## src/sv/assert_macros.svh

```systemverilog
// Assertion macros shared by the extractor RTL.
// Needs nothing; included by the files that check their own logic.
`ifndef ASSERT_MACROS_SVH
`define ASSERT_MACROS_SVH

// Check an implication on every clock edge outside reset.
`define DRE_ASSERT(lbl, clk, rst_n, prop, msg) \
    lbl: assert property (@(posedge clk) disable iff (!rst_n) prop) else $error(msg);

// Check an implication on every clock edge, reset included.
`define DRE_ASSERT_ALWAYS(lbl, clk, prop, msg) \
    lbl: assert property (@(posedge clk) prop) else $error(msg);

`endif

```

## src/sv/dre_pkg.sv

```systemverilog
// Types, constants and helpers for the DNS response address extractor.
// Used by the parser, the result queue and the top level.
package dre_pkg;

    localparam int unsigned CFG_IDX_W = 2;
    localparam int unsigned RES_DEPTH = 4;
    localparam int unsigned RES_PTR_W = $clog2(RES_DEPTH);
    localparam int unsigned RES_CNT_W = $clog2(RES_DEPTH + 1);

    localparam logic [CFG_IDX_W-1:0] CFG_RESPONSE_PORT = 2'd0;
    localparam logic [CFG_IDX_W-1:0] CFG_MIN_PAYLOAD   = 2'd1;
    localparam logic [CFG_IDX_W-1:0] CFG_NAME_WINDOW   = 2'd2;

    localparam logic [15:0] RESET_RESPONSE_PORT = 16'd53;
    localparam logic [15:0] RESET_MIN_PAYLOAD   = 16'd34;
    localparam logic [15:0] RESET_NAME_WINDOW   = 16'd512;

    localparam logic [7:0]  PTR_MARK  = 8'hc0;
    localparam logic [15:0] TYPE_A    = 16'd1;
    localparam logic [15:0] TYPE_MX   = 16'd15;
    localparam logic [15:0] CLASS_IN  = 16'd1;

    localparam logic KIND_RECORD = 1'b0;
    localparam logic KIND_STATUS = 1'b1;

    localparam logic [2:0] ST_COMPLETE  = 3'd0;
    localparam logic [2:0] ST_FILTERED  = 3'd1;
    localparam logic [2:0] ST_UNUSABLE  = 3'd2;
    localparam logic [2:0] ST_UNWANTED  = 3'd3;
    localparam logic [2:0] ST_TRUNCATED = 3'd4;

    typedef struct packed {
        logic [7:0]  data_byte;
        logic        first_byte;
        logic        last_byte;
        logic [15:0] payload_length;
        logic [15:0] source_port;
        logic [31:0] client_address;
    } t_item;

    typedef struct packed {
        logic        result_kind;
        logic [31:0] client_out;
        logic [31:0] server_address;
        logic [2:0]  end_status;
        logic        last_result;
    } t_result;

    typedef struct packed {
        logic    rec_valid;
        logic    status_valid;
        t_result rec;
        t_result status;
    } t_result_pair;

    function automatic logic dre_wanted(input logic [15:0] rtype, input logic [15:0] rclass);
        dre_wanted = (rclass == CLASS_IN) && ((rtype == TYPE_A) || (rtype == TYPE_MX));
    endfunction

endpackage

```

## src/sv/dre_parser.sv

```systemverilog
// Per-byte DNS response parser: configuration registers, parse state and
// the single-pass update that yields up to two results per byte. Uses dre_pkg.
`include "assert_macros.svh"
module dre_parser (
    input  logic                           i_clk,
    input  logic                           i_rst_n,
    input  logic                           i_cfg_we,
    input  logic [dre_pkg::CFG_IDX_W-1:0]  i_cfg_index,
    input  logic [15:0]                    i_cfg_data,
    input  logic                           i_step,
    input  dre_pkg::t_item                 i_item,
    output dre_pkg::t_result_pair          o_results
);
    import dre_pkg::*;

    localparam logic [3:0] PH_IDLE       = 4'd0;
    localparam logic [3:0] PH_DONE       = 4'd1;
    localparam logic [3:0] PH_HEADER     = 4'd2;
    localparam logic [3:0] PH_NAME_LEN   = 4'd3;
    localparam logic [3:0] PH_NAME_LABEL = 4'd4;
    localparam logic [3:0] PH_NAME_PTR   = 4'd5;
    localparam logic [3:0] PH_QTYPE      = 4'd6;
    localparam logic [3:0] PH_ATYPE      = 4'd7;
    localparam logic [3:0] PH_ATTL       = 4'd8;
    localparam logic [3:0] PH_ARDLEN     = 4'd9;
    localparam logic [3:0] PH_ADDR       = 4'd10;
    localparam logic [3:0] PH_SKIP       = 4'd11;

    logic [15:0] r_cfg_port, r_cfg_min, r_cfg_window;

    logic [3:0]  r_phase, n_phase;
    logic [15:0] r_brem, n_brem;
    logic [3:0]  r_fpos, n_fpos;
    logic [7:0]  r_lab, n_lab;
    logic [15:0] r_ans, n_ans;
    logic [15:0] r_rd, n_rd;
    logic [31:0] r_shift, n_shift;
    logic [31:0] r_client, n_client;
    logic        r_rw, n_rw;
    logic [2:0]  r_stat, n_stat;

    logic        rec_v, st_v;
    logic [31:0] rec_server;
    logic [2:0]  st_code;

    always_ff @(posedge i_clk) begin
        if (!i_rst_n) begin
            r_cfg_port   <= RESET_RESPONSE_PORT;
            r_cfg_min    <= RESET_MIN_PAYLOAD;
            r_cfg_window <= RESET_NAME_WINDOW;
        end else if (i_cfg_we) begin
            case (i_cfg_index)
                CFG_RESPONSE_PORT: r_cfg_port   <= i_cfg_data;
                CFG_MIN_PAYLOAD:   r_cfg_min    <= i_cfg_data;
                CFG_NAME_WINDOW:   r_cfg_window <= i_cfg_data;
                default: ;
            endcase
        end
    end

    always_comb begin
        logic [15:0] rem;
        logic [7:0]  b;
        logic [15:0] rdlen;
        rem        = '0;
        b          = i_item.data_byte;
        rdlen      = '0;
        n_phase    = r_phase;
        n_brem     = r_brem;
        n_fpos     = r_fpos;
        n_lab      = r_lab;
        n_ans      = r_ans;
        n_rd       = r_rd;
        n_shift    = r_shift;
        n_client   = r_client;
        n_rw       = r_rw;
        n_stat     = r_stat;
        rec_v      = 1'b0;
        st_v       = 1'b0;
        rec_server = '0;
        st_code    = ST_COMPLETE;

        if (i_item.first_byte) begin
            n_client = i_item.client_address;
            n_brem   = i_item.payload_length;
            n_fpos   = '0;
            n_shift  = '0;
            n_lab    = '0;
            n_ans    = '0;
            n_rd     = '0;
            n_rw     = 1'b1;
            n_stat   = ST_COMPLETE;
            n_phase  = PH_HEADER;
            if (i_item.source_port != r_cfg_port || i_item.payload_length <= r_cfg_min) begin
                n_phase = PH_DONE;
                n_stat  = ST_FILTERED;
            end
        end

        if (n_phase != PH_IDLE) begin
            if (n_phase != PH_DONE) begin
                if (n_brem == 16'd0) begin
                    n_phase = PH_DONE;
                    n_stat  = ST_TRUNCATED;
                end else begin
                    n_brem = n_brem - 16'd1;
                    rem    = n_brem;
                    case (n_phase)
                        PH_HEADER: begin
                            if (n_fpos == 4'd2 && (!b[7] || b[6:3] != 4'd0)) n_rw = 1'b0;
                            if (n_fpos == 4'd3 && b[3:0] != 4'd0) n_rw = 1'b0;
                            if (n_fpos == 4'd6) n_shift = {24'd0, b};
                            if (n_fpos == 4'd7 && (!n_rw || {n_shift[7:0], b} == 16'd0)) begin
                                n_ans   = {n_shift[7:0], b};
                                n_phase = PH_DONE;
                                n_stat  = ST_UNUSABLE;
                            end else begin
                                if (n_fpos == 4'd7) n_ans = {n_shift[7:0], b};
                                if (n_fpos == 4'd11) begin
                                    n_fpos = '0;
                                    if (rem == 16'd0 || rem > r_cfg_window) begin
                                        n_phase = PH_DONE;
                                        n_stat  = ST_TRUNCATED;
                                    end else begin
                                        n_phase = PH_NAME_LEN;
                                    end
                                end else begin
                                    n_fpos = n_fpos + 4'd1;
                                end
                            end
                        end
                        PH_NAME_LEN: begin
                            if (b == 8'd0) begin
                                if (rem < 16'd4) begin
                                    n_phase = PH_DONE;
                                    n_stat  = ST_TRUNCATED;
                                end else begin
                                    n_phase = (n_fpos != 4'd0) ? PH_ATYPE : PH_QTYPE;
                                    n_fpos  = '0;
                                    n_shift = '0;
                                end
                            end else if (b == PTR_MARK) begin
                                if (rem < 16'd5) begin
                                    n_phase = PH_DONE;
                                    n_stat  = ST_TRUNCATED;
                                end else begin
                                    n_phase = PH_NAME_PTR;
                                end
                            end else if (rem <= {8'd0, b}) begin
                                n_phase = PH_DONE;
                                n_stat  = ST_TRUNCATED;
                            end else begin
                                n_lab   = b;
                                n_phase = PH_NAME_LABEL;
                            end
                        end
                        PH_NAME_LABEL: begin
                            n_lab = n_lab - 8'd1;
                            if (n_lab == 8'd0) n_phase = PH_NAME_LEN;
                        end
                        PH_NAME_PTR: begin
                            n_phase = (n_fpos != 4'd0) ? PH_ATYPE : PH_QTYPE;
                            n_fpos  = '0;
                            n_shift = '0;
                        end
                        PH_QTYPE: begin
                            n_shift = {n_shift[23:0], b};
                            n_fpos  = n_fpos + 4'd1;
                            if (n_fpos == 4'd4) begin
                                if (!dre_wanted(n_shift[31:16], n_shift[15:0])) begin
                                    n_phase = PH_DONE;
                                    n_stat  = ST_UNWANTED;
                                end else begin
                                    n_fpos = 4'd1;
                                    if (rem == 16'd0 || rem > r_cfg_window) begin
                                        n_phase = PH_DONE;
                                        n_stat  = ST_TRUNCATED;
                                    end else begin
                                        n_phase = PH_NAME_LEN;
                                    end
                                end
                            end
                        end
                        PH_ATYPE: begin
                            n_shift = {n_shift[23:0], b};
                            n_fpos  = n_fpos + 4'd1;
                            if (n_fpos == 4'd4) begin
                                n_rw = dre_wanted(n_shift[31:16], n_shift[15:0]);
                                if (rem < 16'd6) begin
                                    n_phase = PH_DONE;
                                    n_stat  = ST_TRUNCATED;
                                end else begin
                                    n_phase = PH_ATTL;
                                    n_fpos  = '0;
                                end
                            end
                        end
                        PH_ATTL: begin
                            n_fpos = n_fpos + 4'd1;
                            if (n_fpos == 4'd4) begin
                                n_phase = PH_ARDLEN;
                                n_fpos  = '0;
                                n_shift = '0;
                            end
                        end
                        PH_ARDLEN: begin
                            n_shift = {n_shift[23:0], b};
                            n_fpos  = n_fpos + 4'd1;
                            if (n_fpos == 4'd2) begin
                                rdlen = n_shift[15:0];
                                n_ans = n_ans - 16'd1;
                                if (n_rw && rdlen == 16'd4) begin
                                    if (rem < 16'd4) begin
                                        n_phase = PH_DONE;
                                        n_stat  = ST_TRUNCATED;
                                    end else begin
                                        n_phase = PH_ADDR;
                                        n_fpos  = '0;
                                        n_shift = '0;
                                    end
                                end else if (n_ans == 16'd0) begin
                                    n_phase = PH_DONE;
                                    n_stat  = ST_COMPLETE;
                                end else if (rdlen >= rem) begin
                                    n_phase = PH_DONE;
                                    n_stat  = ST_TRUNCATED;
                                end else if (rdlen == 16'd0) begin
                                    n_fpos  = 4'd1;
                                    if (rem > r_cfg_window) begin
                                        n_phase = PH_DONE;
                                        n_stat  = ST_TRUNCATED;
                                    end else begin
                                        n_phase = PH_NAME_LEN;
                                    end
                                end else begin
                                    n_rd    = rdlen;
                                    n_phase = PH_SKIP;
                                end
                            end
                        end
                        PH_ADDR: begin
                            n_shift = {n_shift[23:0], b};
                            n_fpos  = n_fpos + 4'd1;
                            if (n_fpos == 4'd4) begin
                                rec_v      = 1'b1;
                                rec_server = n_shift;
                                if (n_ans == 16'd0) begin
                                    n_phase = PH_DONE;
                                    n_stat  = ST_COMPLETE;
                                end else begin
                                    n_fpos = 4'd1;
                                    if (rem == 16'd0 || rem > r_cfg_window) begin
                                        n_phase = PH_DONE;
                                        n_stat  = ST_TRUNCATED;
                                    end else begin
                                        n_phase = PH_NAME_LEN;
                                    end
                                end
                            end
                        end
                        PH_SKIP: begin
                            n_rd = n_rd - 16'd1;
                            if (n_rd == 16'd0) begin
                                n_fpos = 4'd1;
                                if (rem == 16'd0 || rem > r_cfg_window) begin
                                    n_phase = PH_DONE;
                                    n_stat  = ST_TRUNCATED;
                                end else begin
                                    n_phase = PH_NAME_LEN;
                                end
                            end
                        end
                        default: ;
                    endcase
                end
            end
            if (i_item.last_byte) begin
                st_v    = 1'b1;
                st_code = (n_phase == PH_DONE) ? n_stat : ST_TRUNCATED;
                n_phase = PH_IDLE;
            end
        end
    end

    always_comb begin
        o_results.rec_valid               = rec_v;
        o_results.status_valid            = st_v;
        o_results.rec.result_kind         = KIND_RECORD;
        o_results.rec.client_out          = n_client;
        o_results.rec.server_address      = rec_server;
        o_results.rec.end_status          = ST_COMPLETE;
        o_results.rec.last_result         = !st_v;
        o_results.status.result_kind      = KIND_STATUS;
        o_results.status.client_out       = n_client;
        o_results.status.server_address   = '0;
        o_results.status.end_status       = st_code;
        o_results.status.last_result      = 1'b1;
    end

    always_ff @(posedge i_clk) begin
        if (!i_rst_n) begin
            r_phase  <= PH_IDLE;
            r_brem   <= '0;
            r_fpos   <= '0;
            r_lab    <= '0;
            r_ans    <= '0;
            r_rd     <= '0;
            r_shift  <= '0;
            r_client <= '0;
            r_rw     <= 1'b0;
            r_stat   <= ST_COMPLETE;
        end else if (i_step) begin
            r_phase  <= n_phase;
            r_brem   <= n_brem;
            r_fpos   <= n_fpos;
            r_lab    <= n_lab;
            r_ans    <= n_ans;
            r_rd     <= n_rd;
            r_shift  <= n_shift;
            r_client <= n_client;
            r_rw     <= n_rw;
            r_stat   <= n_stat;
        end
    end

    `DRE_ASSERT(a_status_ends_packet, i_clk, i_rst_n, (i_step && st_v) |=> (r_phase == PH_IDLE), "status beat left packet open")
    `DRE_ASSERT(a_record_from_addr, i_clk, i_rst_n, (i_step && rec_v) |-> (r_phase == PH_ADDR && !i_item.first_byte), "record outside address field")

endmodule

```

## src/sv/dre_result_fifo.sv

```systemverilog
// Result queue: takes up to two result beats per cycle, hands out one.
// Uses dre_pkg for the result types and depth.
`include "assert_macros.svh"
module dre_result_fifo (
    input  logic                   i_clk,
    input  logic                   i_rst_n,
    input  logic                   i_push,
    input  dre_pkg::t_result_pair  i_results,
    output logic                   o_space,
    output logic                   o_valid,
    output dre_pkg::t_result       o_result,
    input  logic                   i_pop
);
    import dre_pkg::*;

    t_result               mem [RES_DEPTH];
    logic [RES_PTR_W-1:0]  r_wr, r_rd;
    logic [RES_CNT_W-1:0]  r_count, n_count;
    logic                  push0, push1, pop;
    t_result               w0;
    logic [RES_CNT_W-1:0]  push_n;

    assign push0   = i_push && (i_results.rec_valid || i_results.status_valid);
    assign push1   = i_push && i_results.rec_valid && i_results.status_valid;
    assign w0      = i_results.rec_valid ? i_results.rec : i_results.status;
    assign pop     = i_pop && o_valid;
    assign push_n  = RES_CNT_W'(push0) + RES_CNT_W'(push1);
    assign n_count = r_count + push_n - RES_CNT_W'(pop);

    assign o_space  = (r_count <= RES_CNT_W'(RES_DEPTH - 2));
    assign o_valid  = (r_count != '0);
    assign o_result = mem[r_rd];

    always_ff @(posedge i_clk) begin
        if (push0) mem[r_wr] <= w0;
        if (push1) mem[r_wr + RES_PTR_W'(1)] <= i_results.status;
    end

    always_ff @(posedge i_clk) begin
        if (!i_rst_n) begin
            r_wr    <= '0;
            r_rd    <= '0;
            r_count <= '0;
        end else begin
            r_wr    <= r_wr + push_n[RES_PTR_W-1:0];
            r_rd    <= r_rd + RES_PTR_W'(pop);
            r_count <= n_count;
        end
    end

    `DRE_ASSERT(a_no_overflow, i_clk, i_rst_n, i_push |-> o_space, "push into full result queue")
    `DRE_ASSERT(a_count_bound, i_clk, i_rst_n, r_count <= RES_CNT_W'(RES_DEPTH), "result count out of range")

endmodule

```

## src/sv/dns_response_address_extractor_top.sv

```systemverilog
// DNS response address extractor: takes one payload byte per beat and
// returns an address record beat for each usable A or MX answer and a
// status beat on the last byte of a packet. Each byte is registered, then
// parsed in one pass; results go through a four-entry queue, so a byte is
// accepted every cycle while the output keeps pace, each byte giving at
// most two result beats. Depends on dre_pkg, dre_parser and
// dre_result_fifo.
`include "assert_macros.svh"
module dns_response_address_extractor_top (
    input  logic                           i_clk,
    input  logic                           i_rst_n,
    input  logic                           i_cfg_we,
    input  logic [dre_pkg::CFG_IDX_W-1:0]  i_cfg_index,
    input  logic [15:0]                    i_cfg_data,
    input  logic                           s_axis_tvalid,
    output logic                           s_axis_tready,
    // data_byte[7:0], payload_length[23:8], source_port[39:24],
    // client_address[71:40]
    input  logic [71:0]                    s_axis_tdata,
    // first_byte
    input  logic                           s_axis_tuser,
    input  logic                           s_axis_tlast,
    output logic                           m_axis_tvalid,
    input  logic                           m_axis_tready,
    // client_out[31:0], server_address[63:32], end_status[66:64], zero[71:67]
    output logic [71:0]                    m_axis_tdata,
    // result_kind
    output logic                           m_axis_tuser,
    output logic                           m_axis_tlast
);
    import dre_pkg::*;

    logic          r_in_valid;
    t_item         r_in;
    logic          step;
    logic          space;
    t_result_pair  results;
    t_result       head;

    assign step          = r_in_valid && space;
    assign s_axis_tready = !r_in_valid || step;

    always_ff @(posedge i_clk) begin
        if (!i_rst_n) begin
            r_in_valid <= 1'b0;
        end else if (s_axis_tready) begin
            r_in_valid <= s_axis_tvalid;
        end
    end

    always_ff @(posedge i_clk) begin
        if (s_axis_tvalid && s_axis_tready) begin
            r_in.data_byte      <= s_axis_tdata[7:0];
            r_in.payload_length <= s_axis_tdata[23:8];
            r_in.source_port    <= s_axis_tdata[39:24];
            r_in.client_address <= s_axis_tdata[71:40];
            r_in.first_byte     <= s_axis_tuser;
            r_in.last_byte      <= s_axis_tlast;
        end
    end

    dre_parser u_parser (
        .i_clk       (i_clk),
        .i_rst_n     (i_rst_n),
        .i_cfg_we    (i_cfg_we),
        .i_cfg_index (i_cfg_index),
        .i_cfg_data  (i_cfg_data),
        .i_step      (step),
        .i_item      (r_in),
        .o_results   (results)
    );

    dre_result_fifo u_fifo (
        .i_clk     (i_clk),
        .i_rst_n   (i_rst_n),
        .i_push    (step),
        .i_results (results),
        .o_space   (space),
        .o_valid   (m_axis_tvalid),
        .o_result  (head),
        .i_pop     (m_axis_tready)
    );

    assign m_axis_tdata = {5'd0, head.end_status, head.server_address, head.client_out};
    assign m_axis_tuser = head.result_kind;
    assign m_axis_tlast = head.last_result;

    `DRE_ASSERT(a_stalled_item_held, i_clk, i_rst_n, (r_in_valid && !space) |=> r_in_valid, "stalled byte lost")

endmodule
```

## config.mk

```make
export PLATFORM = sky130hd
export DESIGN_NAME = dns_response_address_extractor_top
export DESIGN_NICKNAME = d
export VERILOG_FILES = /design/src/sv/dre_pkg.sv /design/src/sv/dre_parser.sv /design/src/sv/dre_result_fifo.sv /design/src/sv/dns_response_address_extractor_top.sv
export VERILOG_INCLUDE_DIRS = /design/src /design/src/sv
export SDC_FILE = /design/constraint.sdc
export NUM_CORES = 1
export LEC_CHECK = 0
export BUFFER_PORTS_ARGS = -buffer_cell sky130_fd_sc_hd__buf_2
export CAP_MARGIN = 10
export CORE_ASPECT_RATIO = 0.6
export CORE_UTILIZATION = 55
export CTS_BUF_LIST = sky130_fd_sc_hd__clkbuf_4 sky130_fd_sc_hd__clkbuf_8
export CTS_CLUSTER_DIAMETER = 30
export DETAILED_ROUTE_END_ITERATION = 6
export PLACE_DENSITY_LB_ADDON = 0.3
export SYNTH_ARGS = -nofsm -noshare
export SYNTH_HDL_FRONTEND = slang
export SYNTH_SLANG_ARGS = --single-unit
```

## constraint.sdc

```tcl
create_clock -name i_clk -period 8.9 [get_ports i_clk]
set_clock_uncertainty 0.15 [all_clocks]
set_input_delay 1.78 -clock i_clk [delete_from_list [all_inputs] [get_ports i_clk]]
set_output_delay 1.78 -clock i_clk [all_outputs]
set_load 0.005 [all_outputs]
```

==> qor.txt <==
status = finished, violations left
violated checks = design-rule violations
net switching power = 1.855 mW
worst endpoint required time = 9270 ps
Die Wd = 288.2 um
Critical Path Source = r_in[65]$_DFFE_PP_
clk buf depth = 3
# resized after CTS = 0
Synth Flop Type = dfxtp_1
Final nets = 3216
drt drc = 5
GPL Wtd Cong = 1.030
CTS tree = done
commonest non-fill, non-tap cell in the layout = nor2_1
htree depth = 3
Avg WL per Cell = 22.88 um
Ys Warns = 0
Pins Over Slew Limit = 0
crit path kind = flop to flop
Crit-path slowest cell = nor4_2
WP depth = 19
Max Clock Freq = 0.1366 GHz
Yosys top cell area share = 0.2377
Comb power frac = 0.170
worst setup margin = 1579 ps
CP max FO = 48
Internal = 4.403 mW
row count = 62
dominant cells by area after synthesis = edfxtp_1, dfxtp_1, nor2_1
worst setup path endpoint = u_parser.r_rd[6]$_SDFFE_PN0P_
critical path's top delay family = simple AND/OR/NAND/NOR gates
worst reg2reg endpoint = u_parser.r_rd[6]$_SDFFE_PN0P_
largest net degree at the start of global routing = 84
Max Cap Violations = 0
Tmin final = 7321 ps
First DRT Iteration DRCs = 2665
crit path cell chain = buf_4, mux2i_1, ha_1, or4b_2, and3_1, nor2_1, inv_1, ha_1, a21o_1, a21o_1, a21o_1, a221oi_1, a211oi_4, nor4_2, nand2_1, a22oi_1, nor2_1, a2111oi_0, nor3_1
Area Growth Syn to Fin = 12.21%
total grt overflow = 0
Worst-Margin Slew = 1303 ps
Power Density = 206.3 nW/um^2
cell count after synthesis = 2944
vias in the first global route = 22010
Port Buffers = 167
GRT Util Overall = 0.3396
Synth cell types = 100
global-route wire length before repair = 131.4 mm
slew margin rel. = 0.1088
Worst-Skew Late Latency = 710 ps
antenna violations before repair = 0
Die Y = 173.7 um
Reg power frac = 0.440
n_diodes = 0
critical path's largest stage delay = 780 ps
Post-DP HPWL = 58.91 mm
Post CTS Setup Buffer Count = 0
Synth Register Bits = 530
Clock Sink Count = 530
via count = 23720
final setup vio count = 0
Pre-antenna DRT Iters = 7
Root Buffer Master = clkbuf_8
Leakage = 11.42 nW
Final ANT Viol Nets = 0
Initial Utilization = 0.5611
worst path buffer plus inverter count = 2
cell mode on critical path = a21o_1
sequential fraction of the synthesis area = 0.4717
Core Area = 48170 sq um
cts-stage hold buffer count = 0
final wirelength = 85.99 mm
setup TNS = 0 ps
CTS Buf Count = 89
Final Cycle Share = 0.8226
HP Class = flop to flop
Async S/R FF share, synth = 0
startpoint type of the worst setup path = flop
number of cells on the worst reg-to-reg path = 19
R2R Setup Slk = 1580 ps
Hold Vio Cnt, Final = 0
vias per cell = 6.313
Critical Path Sink Type = flop
mapped cell area = 27030 sq um
share of layout cells above drive strength 1 = 0.1562
io pins = 173
fillcell total = 3943
reg2reg start = r_in[65]$_DFFE_PP_
Switching Fraction = 0.2964
Setup WS pre-CTS = 1884 ps
EDFF count, synth = 214
post-synth top area cell = edfxtp_1
clock transition at the registers of the reported paths = 60 ps
Clk pwr share = 0.390
Avg Inst Size Synth = 9.182 sq um
Worst VDD drop = 0.0001378 V
unrepaired setup endpoints after global routing = false
Die Area = 50070 sq um
Critical Path AT = 7690 ps
most frequent cells in the layout = nor2_1, dfxtp_1, nand2_1
## logic make-up after synthesis
logic type | Yosys count | synth area share
buf+inv | 295 | 0.04240
other cells | 1 | 0.0001387
simple gates | 1180 | 0.1972
compound gates | 683 | 0.1564
flops | 530 | 0.4717
xor+xnor | 54 | 0.01851
mux | 128 | 0.07952
fa+ha+maj | 73 | 0.03407
## per-stage QoR
step | total power, mW | hold slack [ps] | utilization | instances | area [sq um]
2_1_floorplan | 3.469 | 282.0 | - | 2948 | 27050
3_3_place_gp | 3.826 | 290.4 | 0.5873 | 3593 | 28290
3_5_place_dp | 3.847 | 296.8 | 0.5873 | 3593 | 28290
4_1_cts | 6.274 | 305.5 | 0.6293 | 3756 | 30320
5_1_grt | 6.491 | 321.9 | 0.6296 | 3758 | 30330
6_report | 6.258 | 305.4 | 0.6296 | 3758 | 30330
## power by group through the flow
stage                     sequential (mW)  clock [mW]  combinational, mW
after floorplan                      2.71           0              0.755
after global placement               2.80           0               1.03
after detailed placement             2.80           0               1.04
after CTS                            2.75        2.47               1.05
after global routing                 2.77        2.58               1.14
final                                2.75        2.44               1.06
## layer usage
metal / wire, um / track usage / vias up
met5: 0 / 0 / -
met4: 1396 / 0.07738 / 0
met3: 10020 / 0.09395 / 127
met2: 35610 / 0.4726 / 1344
met1: 38960 / 0.5185 / 11480
li1: - / - / 10780
## worst min path at each step
stage,start,to,slack [ps],cells past startpoint
floorplan,u_fifo.mem[1][68]$_SDFFE_PP1P_,u_fifo.mem[1][68]$_SDFFE_PP1P_,280,2
global placement,u_fifo.mem[0][22]$_SDFFE_PP0P_,u_fifo.mem[0][22]$_SDFFE_PP0P_,290,2
detailed placement,u_parser.r_cfg_min[14]$_SDFFE_PN0P_,u_parser.r_cfg_min[14]$_SDFFE_PN0P_,300,2
CTS,u_parser.r_cfg_min[14]$_SDFFE_PN0P_,u_parser.r_cfg_min[14]$_SDFFE_PN0P_,310,2
global route,u_fifo.mem[0][22]$_SDFFE_PP0P_,u_fifo.mem[0][22]$_SDFFE_PP0P_,320,2
finish,u_parser.r_cfg_window[13]$_SDFFE_PN0P_,u_parser.r_cfg_window[13]$_SDFFE_PN0P_,310,2
## flip-flops by register name, indices dropped and copies added, names as in the netlist, 4 cells and up
signal	count
u_fifo.mem	276
u_parser.r_ans	16
u_parser.r_rd	16
u_parser.r_phase	4
u_parser.r_cfg_port	16
u_parser.r_cfg_min	16
u_parser.r_brem	16
u_parser.r_fpos	4
u_parser.r_client	32
u_parser.r_cfg_window	16
u_parser.r_lab	8
r_in	74
u_parser.r_shift	24
## cell usage after synthesis (7+ instances only)
cell type	n
a211oi_1	48
a21o_1	18
a21oi_1	289
a221oi_1	7
a22oi_1	44
a31oi_1	21
and2_1	28
and3_1	15
buf_1	32
buf_4	8
clkbuf_1	160
dfxtp_1	316
edfxtp_1	214
ha_1	72
inv_1	87
mux2i_1	55
mux4_2	69
nand2_1	295
nand3_1	60
nand3b_1	7
nand4_1	17
nor2_1	554
nor2b_1	25
nor3_1	40
nor4_1	33
nor4b_1	8
o211ai_1	22
o21a_1	14
o21ai_0	105
o22ai_1	27
o31ai_1	10
or2_2	12
or3_1	18
or4_1	14
xnor2_1	37
xor2_1	15
## worst register-to-register path, stage by stage, from the launching register on
cell and delay (ps):
edfxtp_1 400, buf_4 490, mux2i_1 540, ha_1 460, or4b_2 640, and3_1 220, nor2_1 510, inv_1 100
ha_1 200, a21o_1 150, a21o_1 170, a21o_1 170, a221oi_1 510, a211oi_4 160, nor4_2 780, nand2_1 650
a22oi_1 310, nor2_1 60, a2111oi_0 400, nor3_1 90
## area by class of cell
type / count / area [sq um] / share of cell area
Sequential cell: 530 / 12760 / 0.4207
Clock buffer: 109 / 1400 / 0.04616
Timing Repair Buffer: 214 / 1186 / 0.03911
Tap cell: 640 / 800.8 / 0.02640
Clock inverter: 54 / 624.3 / 0.02058
Inverter: 88 / 332.8 / 0.01097
Multi-Input combinational cell: 2123 / 13230 / 0.4361
Note: power is estimated with default switching activity, not from simulation.
